<file path="src/hdl/dda_line_char_plotter_unit_macros.svh">
// Assertion macros shared by the line plotter modules.
`ifndef DDA_LINE_CHAR_PLOTTER_UNIT_MACROS_SVH
`define DDA_LINE_CHAR_PLOTTER_UNIT_MACROS_SVH

// Same-cycle implication, clocked on clk, off during rst.
`define DLCP_ASSERT_IMPLY(lbl, cond, prop, msg) \
  lbl: assert property (@(posedge clk) disable iff (rst) (cond) |-> (prop)) \
    else $error(msg);

// Next-cycle implication, clocked on clk, off during rst.
`define DLCP_ASSERT_NEXT(lbl, cond, prop, msg) \
  lbl: assert property (@(posedge clk) disable iff (rst) (cond) |=> (prop)) \
    else $error(msg);

`endif

</file>
<file path="src/hdl/dlcp_pkg.sv">
// Package: widths, register indexes, controller states and control structs.
`timescale 1ns / 1ps
package dlcp_pkg;

  localparam int MAX_SCREEN = 64;
  localparam int FRAC_BITS  = 16;

  // Field and register widths
  localparam int CRD_W  = 6;
  localparam int DLT_W  = CRD_W + 1;
  localparam int MAG_W  = CRD_W;
  localparam int CFG_W  = 7;
  localparam int IDX_W  = 2;
  localparam int ADDR_W = 13;
  localparam int SCR_W  = 6;

  // Divider and position widths
  localparam int DIV_W  = MAG_W + FRAC_BITS + 1;
  localparam int QUO_W  = FRAC_BITS + 1;
  localparam int OFS_W  = FRAC_BITS + MAG_W;
  localparam int POS_W  = FRAC_BITS + 8;
  localparam int REM_W  = DLT_W + 1;
  localparam int CNT_W  = $clog2(DIV_W);

  // Register indexes
  localparam logic [IDX_W-1:0] REG_SCREEN_WIDTH  = IDX_W'(0);
  localparam logic [IDX_W-1:0] REG_SCREEN_HEIGHT = IDX_W'(1);

  typedef enum logic [1:0] {
    ST_IDLE,
    ST_DIV,
    ST_RUN
  } state_t;

  typedef struct packed {
    logic load;
    logic div_en;
    logic gen_en;
  } cmd_t;

  typedef struct packed {
    logic div_done;
    logic at_last;
    logic adv;
  } status_t;

endpackage

</file>
<file path="src/hdl/dda_line_char_plotter_unit.sv">
// DDA line plotter for a character screen: top level.
//
// Input channel (in_valid / in_stall) takes one line per item: start_x,
// start_y, end_x, end_y, signed, centre origin, y up. Output channel
// (out_valid / out_stall) gives one item per step of the line: pixel_address
// (row*(width+1)+column, 0 when outside), pixel_inside, run_last.
// Config channel (cfg_valid / cfg_ready, cfg_index, cfg_data): index 0 is
// screen_width (saturated to 1..64), index 1 is screen_height (2..64);
// other indexes are ignored. Write only while no line is in flight.
// Timing: a line of m+1 steps (m = larger absolute delta) holds off the input
// while it runs: an accept, then the bit-serial step divider (FRAC_BITS+7
// bits), then one step per cycle while the output is not stalled. The first
// result passes through the stage register and then the output register.
// A stall on the output freezes the step pipeline; no result is dropped.
// Reset (rst, synchronous) restores 64x64, empties the pipeline; the input
// and config channels are held off while rst is high.
`timescale 1ns / 1ps
module dda_line_char_plotter_unit
  import dlcp_pkg::*;
(
  input  logic                     clk,
  input  logic                     rst,
  input  logic                     in_valid,
  output logic                     in_stall,
  input  logic signed [CRD_W-1:0]  start_x,
  input  logic signed [CRD_W-1:0]  start_y,
  input  logic signed [CRD_W-1:0]  end_x,
  input  logic signed [CRD_W-1:0]  end_y,
  output logic                     out_valid,
  input  logic                     out_stall,
  output logic [ADDR_W-1:0]        pixel_address,
  output logic                     pixel_inside,
  output logic                     run_last,
  input  logic                     cfg_valid,
  output logic                     cfg_ready,
  input  logic [IDX_W-1:0]         cfg_index,
  input  logic [CFG_W-1:0]         cfg_data
);

  cmd_t    cmd;
  status_t st;

  // Sequencer
  dlcp_ctrl u_ctrl (
    .clk      (clk),
    .rst      (rst),
    .in_valid (in_valid),
    .in_stall (in_stall),
    .st       (st),
    .cmd      (cmd)
  );

  // Arithmetic and output stages
  dlcp_datapath u_dp (
    .clk           (clk),
    .rst           (rst),
    .cmd           (cmd),
    .st            (st),
    .start_x       (start_x),
    .start_y       (start_y),
    .end_x         (end_x),
    .end_y         (end_y),
    .cfg_valid     (cfg_valid),
    .cfg_ready     (cfg_ready),
    .cfg_index     (cfg_index),
    .cfg_data      (cfg_data),
    .pixel_address (pixel_address),
    .pixel_inside  (pixel_inside),
    .run_last      (run_last),
    .out_valid     (out_valid),
    .out_stall     (out_stall)
  );

endmodule

</file>
<file path="src/hdl/dlcp_ctrl.sv">
// Controller: sequences line setup, the divide and the step run.
`timescale 1ns / 1ps
`include "dda_line_char_plotter_unit_macros.svh"
module dlcp_ctrl
  import dlcp_pkg::*;
(
  input  logic    clk,
  input  logic    rst,
  input  logic    in_valid,
  output logic    in_stall,
  input  status_t st,
  output cmd_t    cmd
);

  state_t state, state_next;

  // State register
  always_ff @(posedge clk) begin
    if (rst) begin
      state <= ST_IDLE;
    end else begin
      state <= state_next;
    end
  end

  // Next state
  always_comb begin
    state_next = state;
    unique case (state)
      ST_IDLE: begin
        if (in_valid && !rst) state_next = ST_DIV;
      end
      ST_DIV: begin
        if (st.div_done) state_next = ST_RUN;
      end
      ST_RUN: begin
        if (st.adv && st.at_last) state_next = ST_IDLE;
      end
      default: state_next = ST_IDLE;
    endcase
  end

  // Outputs
  always_comb begin
    in_stall   = 1'b1;
    cmd.load   = 1'b0;
    cmd.div_en = 1'b0;
    cmd.gen_en = 1'b0;
    unique case (state)
      ST_IDLE: begin
        in_stall = rst;
        cmd.load = in_valid && !rst;
      end
      ST_DIV: begin
        cmd.div_en = 1'b1;
      end
      ST_RUN: begin
        cmd.gen_en = st.adv;
      end
      default: begin
        in_stall = 1'b1;
      end
    endcase
  end

  `DLCP_ASSERT_NEXT(a_div_to_run, (state == ST_DIV) && st.div_done, state == ST_RUN, "divide did not hand over to run")
  `DLCP_ASSERT_NEXT(a_last_to_idle, cmd.gen_en && st.at_last, state == ST_IDLE && !in_stall, "block not free after last step")

endmodule

</file>
<file path="src/hdl/dlcp_datapath.sv">
// Datapath: config registers, step divider, DDA accumulators, output stages.
`timescale 1ns / 1ps
`include "dda_line_char_plotter_unit_macros.svh"
module dlcp_datapath
  import dlcp_pkg::*;
(
  input  logic                     clk,
  input  logic                     rst,
  input  cmd_t                     cmd,
  output status_t                  st,
  input  logic signed [CRD_W-1:0]  start_x,
  input  logic signed [CRD_W-1:0]  start_y,
  input  logic signed [CRD_W-1:0]  end_x,
  input  logic signed [CRD_W-1:0]  end_y,
  input  logic                     cfg_valid,
  output logic                     cfg_ready,
  input  logic [IDX_W-1:0]         cfg_index,
  input  logic [CFG_W-1:0]         cfg_data,
  output logic [ADDR_W-1:0]        pixel_address,
  output logic                     pixel_inside,
  output logic                     run_last,
  output logic                     out_valid,
  input  logic                     out_stall
);

  localparam logic signed [POS_W-1:0] NEG_ONE =
    {{(POS_W-FRAC_BITS){1'b1}}, {FRAC_BITS{1'b0}}};

  // Configuration
  logic [CFG_W-1:0] screen_width, screen_height;
  logic             cfg_we;

  // Line setup
  logic [MAG_W-1:0]        m;
  logic [DLT_W-1:0]        div2m;
  logic                    neg_x, neg_y;
  logic signed [POS_W-1:0] base_x, base_y;

  // Divider lanes
  logic [CNT_W-1:0] div_cnt;
  logic [DIV_W-1:0] dv_x, dv_y;
  logic [REM_W-1:0] dr_x, dr_y;

  // Accumulators
  logic [OFS_W-1:0] acc_qx, acc_qy;
  logic [REM_W-1:0] acc_rx, acc_ry;
  logic [MAG_W-1:0] step_i;

  // Stage and output registers
  logic             s_valid, s_inside, s_last;
  logic [SCR_W-1:0] s_col, s_row;

  // Combinational
  logic signed [DLT_W-1:0] dx, dy;
  logic [MAG_W-1:0]        abs_x, abs_y, m_new;
  logic signed [POS_W-1:0] half_w, half_h, x0_fix, y0_fix;
  logic [REM_W-1:0]        sh_x, sh_y, rs_x, rs_y;
  logic                    bit_x, bit_y, wrap_x, wrap_y;
  logic signed [POS_W-1:0] off_x, off_y, vx, vy;
  logic signed [7:0]       ip_x, ip_y;
  logic                    in_x, in_y;
  logic [SCR_W-1:0]        col, row;
  logic [ADDR_W-1:0]       addr;
  logic                    adv;

  assign cfg_ready = !rst;
  assign cfg_we    = cfg_valid && cfg_ready;
  assign adv       = !out_valid || !out_stall;

  assign st.div_done = (div_cnt == CNT_W'(DIV_W - 1));
  assign st.at_last  = (step_i == m);
  assign st.adv      = adv;

  // Configuration write with saturation
  always_ff @(posedge clk) begin
    if (rst) begin
      screen_width  <= CFG_W'(MAX_SCREEN);
      screen_height <= CFG_W'(MAX_SCREEN);
    end else if (cfg_we) begin
      unique case (cfg_index)
        REG_SCREEN_WIDTH: begin
          if (cfg_data < CFG_W'(1)) screen_width <= CFG_W'(1);
          else if (cfg_data > CFG_W'(MAX_SCREEN)) screen_width <= CFG_W'(MAX_SCREEN);
          else screen_width <= cfg_data;
        end
        REG_SCREEN_HEIGHT: begin
          if (cfg_data < CFG_W'(2)) screen_height <= CFG_W'(2);
          else if (cfg_data > CFG_W'(MAX_SCREEN)) screen_height <= CFG_W'(MAX_SCREEN);
          else screen_height <= cfg_data;
        end
        default: ;
      endcase
    end
  end

  // Line setup terms
  always_comb begin
    dx     = DLT_W'(end_x) - DLT_W'(start_x);
    dy     = DLT_W'(end_y) - DLT_W'(start_y);
    abs_x  = dx[DLT_W-1] ? MAG_W'(-dx) : MAG_W'(dx);
    abs_y  = dy[DLT_W-1] ? MAG_W'(-dy) : MAG_W'(dy);
    m_new  = (abs_x > abs_y) ? abs_x : abs_y;
    half_w = $signed(POS_W'({screen_width, {(FRAC_BITS-1){1'b0}}}));
    half_h = $signed(POS_W'({screen_height, {(FRAC_BITS-1){1'b0}}}));
    x0_fix = POS_W'(start_x) <<< FRAC_BITS;
    y0_fix = POS_W'(start_y) <<< FRAC_BITS;
  end

  // Restoring divide step, one quotient bit per lane per cycle
  always_comb begin
    sh_x  = {dr_x[REM_W-2:0], dv_x[DIV_W-1]};
    sh_y  = {dr_y[REM_W-2:0], dv_y[DIV_W-1]};
    bit_x = (sh_x >= {1'b0, div2m});
    bit_y = (sh_y >= {1'b0, div2m});
  end

  // Per-step remainder carry
  always_comb begin
    rs_x   = acc_rx + {1'b0, dr_x[REM_W-2:0]};
    rs_y   = acc_ry + {1'b0, dr_y[REM_W-2:0]};
    wrap_x = (rs_x >= {1'b0, div2m});
    wrap_y = (rs_y >= {1'b0, div2m});
  end

  // Setup, divider and accumulators
  always_ff @(posedge clk) begin
    if (rst) begin
      m      <= '0;
      div2m  <= '0;
      acc_rx <= '0;
      acc_ry <= '0
      ;
    end else if (cmd.load) begin
      m       <= m_new;
      div2m   <= {m_new, 1'b0};
      neg_x   <= dx[DLT_W-1];
      neg_y   <= dy[DLT_W-1];
      base_x  <= x0_fix + half_w;
      base_y  <= half_h - y0_fix;
      div_cnt <= '0;
      dv_x    <= {abs_x, {(FRAC_BITS+1){1'b0}}};
      dv_y    <= {abs_y, {(FRAC_BITS+1){1'b0}}};
      dr_x    <= '0;
      dr_y    <= '0;
      acc_qx  <= '0;
      acc_qy  <= '0;
      acc_rx  <= REM_W'(m_new);
      acc_ry  <= REM_W'(m_new);
      step_i  <= '0;
    end else if (cmd.div_en) begin
      div_cnt <= div_cnt + CNT_W'(1);
      dv_x    <= {dv_x[DIV_W-2:0], bit_x};
      dv_y    <= {dv_y[DIV_W-2:0], bit_y};
      dr_x    <= bit_x ? sh_x - {1'b0, div2m} : sh_x;
      dr_y    <= bit_y ? sh_y - {1'b0, div2m} : sh_y;
    end else if (cmd.gen_en && !st.at_last) begin
      step_i <= step_i + MAG_W'(1);
      acc_qx <= acc_qx + OFS_W'(dv_x[QUO_W-1:0]) + OFS_W'(wrap_x);
      acc_qy <= acc_qy + OFS_W'(dv_y[QUO_W-1:0]) + OFS_W'(wrap_y);
      acc_rx <= wrap_x ? rs_x - {1'b0, div2m} : rs_x;
      acc_ry <= wrap_y ? rs_y - {1'b0, div2m} : rs_y;
    end
  end

  // Screen position of the current step, truncated toward zero
  always_comb begin
    off_x = $signed(POS_W'(acc_qx));
    off_y = $signed(POS_W'(acc_qy));
    vx    = neg_x ? base_x - off_x : base_x + off_x;
    vy    = neg_y ? base_y + off_y : base_y - off_y;
    ip_x  = vx[POS_W-1:FRAC_BITS];
    ip_y  = vy[POS_W-1:FRAC_BITS];
    in_x  = (vx > NEG_ONE) && (ip_x < $signed({1'b0, screen_width}));
    in_y  = (vy > NEG_ONE) && (ip_y < $signed({1'b0, screen_height - CFG_W'(1)}));
    col   = vx[POS_W-1] ? '0 : vx[FRAC_BITS+SCR_W-1:FRAC_BITS];
    row   = vy[POS_W-1] ? '0 : vy[FRAC_BITS+SCR_W-1:FRAC_BITS];
  end

  // Buffer address from the staged step
  assign addr = s_inside
    ? ADDR_W'(ADDR_W'(s_row) * ADDR_W'(screen_width + CFG_W'(1)) + ADDR_W'(s_col))
    : '0;

  // Two-deep output pipeline, moves when the output slot is free
  always_ff @(posedge clk) begin
    if (rst) begin
      s_valid   <= 1'b0;
      out_valid <= 1'b0;
    end else if (adv) begin
      s_valid   <= cmd.gen_en;
      out_valid <= s_valid;
    end
  end

  always_ff @(posedge clk) begin
    if (adv) begin
      s_col         <= col;
      s_row         <= row;
      s_inside      <= in_x && in_y;
      s_last        <= st.at_last;
      pixel_address <= addr;
      pixel_inside  <= s_inside;
      run_last      <= s_last;
    end
  end

  `DLCP_ASSERT_IMPLY(a_rem_bound, div2m != '0, (acc_rx < {1'b0, div2m}) && (acc_ry < {1'b0, div2m}), "step remainder out of range")
  `DLCP_ASSERT_IMPLY(a_outside_zero, out_valid && !pixel_inside, pixel_address == '0, "address set for an outside step")
  `DLCP_ASSERT_NEXT(a_last_moves, s_valid && s_last && adv, out_valid && run_last, "last step lost on its way out")

endmodule

</file>
<file path="config.mk">
export PLATFORM = sky130hd
export DESIGN_NAME = dda_line_char_plotter_unit
export DESIGN_NICKNAME = d
export VERILOG_FILES = /design/src/hdl/dlcp_pkg.sv /design/src/hdl/dda_line_char_plotter_unit.sv /design/src/hdl/dlcp_ctrl.sv /design/src/hdl/dlcp_datapath.sv
export VERILOG_INCLUDE_DIRS = /design/src /design/src/hdl
export SDC_FILE = /design/constraint.sdc
export NUM_CORES = 1
export LEC_CHECK = 0
export ABC_AREA = 1
export BUFFER_PORTS_ARGS = -buffer_cell sky130_fd_sc_hd__buf_2
export CORE_UTILIZATION = 69
export CTS_CLUSTER_DIAMETER = 150
export DETAILED_ROUTE_END_ITERATION = 10
export GPL_TIMING_DRIVEN = 0
export PLACE_DENSITY = 0.88
export REMOVE_ABC_BUFFERS = 1
export SLEW_MARGIN = 10
export SYNTH_ARGS = -nofsm -noshare
export SYNTH_HDL_FRONTEND = slang
export SYNTH_SLANG_ARGS = --single-unit
</file>
<file path="constraint.sdc">
create_clock -name clk -period 13.1 [get_ports clk]
set_input_delay 3.275 -clock clk [delete_from_list [all_inputs] [get_ports clk]]
set_output_delay 3.275 -clock clk [all_outputs]
set_load 0.005 [all_outputs]
</file>
======== After elaboration in Yosys (flattened, before gate mapping) ========
Cells that the tools add are included.
operators by class
  shift operators ......................... 0
  $lt $le $gt $ge ......................... 12
  $mul .................................... 1
  bitwise gates (word level) .............. 2
  reduce and logical (&&, ||, !) cells .... 25
  $add $sub $neg .......................... 25
  divide/modulo/power cells ............... 0
  multiplexer cells ....................... 39
  equal/unequal tests ..................... 9
operator list
  cell                  number
  $mux 23               4
  $mux 22               4
  $mux 6                11
  $mux 7                7
  $add 24x23->24        2
  $gt 24x17->1 const B  2
  $mux 24               2
  $sub 24x23->24        2
  $add 22x1->22         2
  $add 22x17->22        2
  $ge 8x7->1            4
  $add 22x23->24        1
  $sub 23x22->24        1
  $add 8x7->8           2
  $lt 8x8->1            2
  $mux 8                2
  $sub 8x7->8           2
  $sub 6x6->7           2
  $sub 7x7->7           2
  $add 13x6->13         1
  $mul 6x13->13         1
  $neg 6->6             2
  $reduce_and 2->1      6
  $add 7x1->8 const B   1
  other kinds (25)      46
storage, ports and cells
  register bits after elaboration ......... 234
  memories ................................ 0
  memory bits (read-only) ................. 0
  RAM bits ................................ 0
  latch bits .............................. 0
  input bits .............................. 38

======== Longest topological paths before layout ========
  word-level depth ........................ 7
  depth in mapped cells ................... 30
  mapped depth without buffers ............ 29

======== Hierarchy ========
From an unflattened synthesis, not the netlist that was laid out.
unflattened totals
  cell total of the unflattened synthesis .. 2093
  area total of the unflattened synthesis .. 16722.3 µm²
by module, submodules not included
  module         area an instance (µm²)  times used  cells an instance  seq. area each (µm²)
  dlcp_datapath  16604.7                 1           2074               5685.5
  dlcp_ctrl      117.6                   1           19                 40.0

======== Worst setup path after synthesis ========
No wires, ideal clock.
  path kind ............................... input-to-reg
  start ................................... input port rst
  end ..................................... register u_dp.div_cnt[0], enable pin
  setup slack ............................. 4.662 ns
  cell stages on the path ................. 1
  buffers on the path ..................... 0
  arrival time ............................ 7.860 ns
  path through ............................ o21ai_0
between the ends
  word-level cells in the longest chain between the ends .. 5
  elaborated cells between the ends (all ways) .. 6
  those cells by class .................... mux: 1; bitwise: 1; reduce/logical: 4
ends and longest elaborated chain
  element                         line                              RTL
  from (decl)                     dda_line_char_plotter_unit.sv:22  input logic rst,
  $logic_not 1->1                 dlcp_ctrl.sv:52                   cmd.load = in_valid && !rst;
  $logic_and 1x1->1               dlcp_ctrl.sv:52
  $mux 1                          dlcp_ctrl.sv:49                   unique case (state)
  $reduce_bool 2->1 (no line)     n/a
  $reduce_and 2->1 (no line) (*)  n/a
  to (signal assigned)            dlcp_datapath.sv:151              div_cnt <= div_cnt + CNT_W'(1);
  to (decl)                       dlcp_datapath.sv:40               logic [CNT_W-1:0] div_cnt;
Mark *: on every way between the ends. The rest lies on a longest branch, timed or not.
A chain may end at the register's enable or synchronous reset.

======== Final worst setup path ========
  start ................................... input port rst
  end ..................................... output port in_stall
between the ends
  word-level cells in the longest chain between the ends .. 1
ends and longest elaborated chain
  element    line                              RTL
  $mux 1     dlcp_ctrl.sv:49
  to (decl)  dda_line_char_plotter_unit.sv:24  output logic in_stall,
Every way passes these cells.

==> summary.md <==
| Metric | Value |
|---|---|
| Status | complete, no violations |
| Hold Path Class | flop to flop |
| CTS tree | built |
| Number of global-route vias before repair | 14100 |
| Crit path time final | 7.78 ns |
| Post-synth top area cell | edfxtp_1 |
| Share of layout cells above drive strength 1 | 8.52% |
| Synth Area per Inst | 7.97 um^2 |
| Vias | 14600 |
| Worst slack, placed | approximately 5.4 ns |
| Max_cap viols | 0 |
| Top-count cell post-synth | nand2_1 |
| Tightest Pin Transition | 1.09 ns |
| Final hold viol count | 0 |
| Synth top cells by count | nand2_1, inv_1, nor2_1, a21oi_1, ha_1 |
| Cell count of the worst reg-to-reg path | 28 |
| Clock sinks | 204 |
| Die W | 158 um |
| Post-synthesis sequential element count | 204 |
| RSZ-0062 raised after global routing | no |
| Net Sw Frac | 37.9% |
| Final nets | 2404 |
| Worst setup margin | between 5 and 6 ns |
| Register area share after synthesis | 34.2% |
| Total setup buffers inserted after CTS | 0 |
| Pint | between 1.5 and 2 mW |
| H-tree Lvls | 1 |
| Gpl congestion | a little over 0.9 |
| Antenna violations before repair | 0 |
| Peak supply drop | 0.169 mV |
| Worst setup SP type | primary input |
| Max_slew headroom | 26.4% |
| First-pass GRT wire length | 64900 um |
| Port Buffers | 55 |
| Height of the chip | 158 um |
| Ys async rst share | 0% |
| Number of flops mapped to enable cells by yosys | 164 |
| Clock Path Buffers | 3 |
| Post-Syn Instances | 2098 |
| Gr ovfl total | 0 |
| CTS Hold Buffers Added | 0 |
| Worst-path clk slew | roughly 0.060 ns |
| Total track usage | about a third |
| Pwr per Cell Area | 152 mW/mm^2 |
| Top Ports | 56 |
| DRT antenna net count | 0 |
| Final setup viols | 0 |
| Worst setup startpoint | rst |
| Synth cell types | 50 |
| Skew final | 0.0312 ns |
| Die ar. | 0.0249 mm^2 |
| Leak pwr | about 8.8 nW |
| Resized cells post-CTS | 0 |
| Worst Path Required | 9.82 ns |
| Post-synth top flop | edfxtp_1 |
| Reg2reg setup slack | 6.85 ns |
| 1st-iter DRT viols | about 1200 |
| Final Routed Wirelength | between 30000 and 40000 um |
| Clk_lat worst skew | 0.53 ns |
| Core area | roughly 0.024 mm^2 |
| Ys Warns | 0 |
| P&R area growth vs syn | 9.78% |
| Worst r2r dst | u_dp.acc_qx[18] |
| P_sw | 1.05 mW |
| Comb power frac | between 40 and 50% |
| Largest net degree at the start of global routing | 70 |
| Starting Density | 70.8% |
| Post-route clock period utilization | 59.4% |
| DR DRC count | 0 |
| Fmax | ~130 MHz |
| # diodes | 0 |
| Crit-path max FO | 22 |
| Crit path capture | in_stall |
| Num CTS Buffers | 24 |
| Synth area leaders | edfxtp_1, ha_1, nand2_1 |
| Cell row count | 56 |
| Drt pass-1 iters | 5 |
| Mapped cell area | 0.0167 mm^2 |
| Vias per Instance | 5.85 |
| Worst r2r src | u_dp.dr_x[0] |
| Hpwl dp | between 20000 and 30000 um |
| Critical path arrival | 4.50 ns |
| Hold Slack | 0.427 ns |
| Root buf cell | clkbuf_16 |
| Top cell type's share of synthesized area | 29.5% |
| Routed WL per cell | between 15 and 20 um |
| Crit Path Class | primary input to primary output |
| Clock power frac | around 28% |
| Pwr Total | 2.78 mW |
| Sequential share of power | 31.0% |
| Slew Viols, Final | 0 |
| Worst Setup End Kind | primary output |
[layout make-up]
cell class / instances / area, um^2
Inverter: 342 / 1290
Fill cell: 1576 / 5260
Timing Repair Buffer: 61 / 425
Multi-Input combinational cell: 1520 / 9600
Tap cell: 319 / 399
Clock buffer: 31 / 699
Sequential cell: 204 / 5730
Clock inverter: 13 / 215
[cells by family (layout without fill, tap and decap cells)]
logic type	count (synthesis)	after routing	share of synthesized area, %
buf+inv	374	447	8.53
xor+xnor	94	94	4.92
flops	204	204	34.2
fa+ha+maj	213	213	17.8
compound gates	402	402	13.0
simple gates	811	811	21.5
[state kept, by name, indices dropped and copies added (netlist names), 8 cells and up]
| register | flops |
|---|---|
| u_dp.acc_qx | 22 |
| u_dp.acc_qy | 22 |
| u_dp.acc_rx | 8 |
| u_dp.acc_ry | 8 |
| u_dp.base_x | 9 |
| u_dp.base_y | 9 |
| u_dp.dv_x | 23 |
| u_dp.dv_y | 23 |
| u_dp.pixel_address | 13 |
[worst min-delay path by stage]
| stage | start | end | depth (start not counted) |
|---|---|---|---|
| floorplan | u_dp.s_last | u_dp.run_last | 0 |
| global placement | u_dp.s_last | u_dp.run_last | 0 |
| detailed placement | u_dp.s_last | u_dp.run_last | 0 |
| CTS | u_dp.s_last | u_dp.run_last | 0 |
| global route | u_dp.s_last | u_dp.run_last | 0 |
| finish | u_dp.s_last | u_dp.run_last | 0 |
[worst max-delay path: stages]
cell     delay (ns)
buf_2          0.23
inv_1          0.72
nand2_1        0.10
buf_2          0.16
[placed cells by master, fill, tap and decap left out, types with 9 or more instances in the layout]
master     netlist  final
a21oi_1        199    199
o21ai_0        138    137
nand2_2         24     25
nand3_2         12     12
inv_2            9      9
o21a_1          10     10
ha_1           171    171
inv_1          331    330
edfxtp_1       164    164
o211ai_1        16     16
fa_1            42     42
nor2_4           9     10
nand3_1        110    109
clkbuf_16        0     26
nand4_1         11     11
nand2_1        353    352
xor2_1          61     61
nor2_1         233    232
buf_2            4     55
xnor2_1         33     33
dfxtp_1         40     40
nor3_1          26     26
[through the flow]
stage	instances	utilization, %	area, um^2	setup TNS, ns
CTS	2490	77.7	18400	0
finish	2490	77.7	18400	0
global placement	2440	73.1	17300	-47.06
floorplan	2066	-	16600	0
global route	2490	77.7	18400	0
detailed placement	2446	73.9	17400	0
[routing by layer]
metal | share of wire (%) | global-route usage (%) | vias up
met3 | 5.9 | 3.23 | 126
met5 | 0 | 0 | -
met4 | 3.7 | 14.4 | 0
met1 | 40 | 38.8 | 6807
li1 | - | - | 7073
met2 | 51 | 59.1 | 557
[power by group through the flow]
stage,logic (mW),clock network (mW),registers (mW)
floorplan,0.862,0,0.857
global placement,1.04,0,0.877
detailed placement,1.11,0,0.873
CTS,1.13,0.770,0.861
global route,1.29,0.794,0.871
finish,1.15,0.769,0.863
No activity file was read; power rests on OpenSTA's default activity.
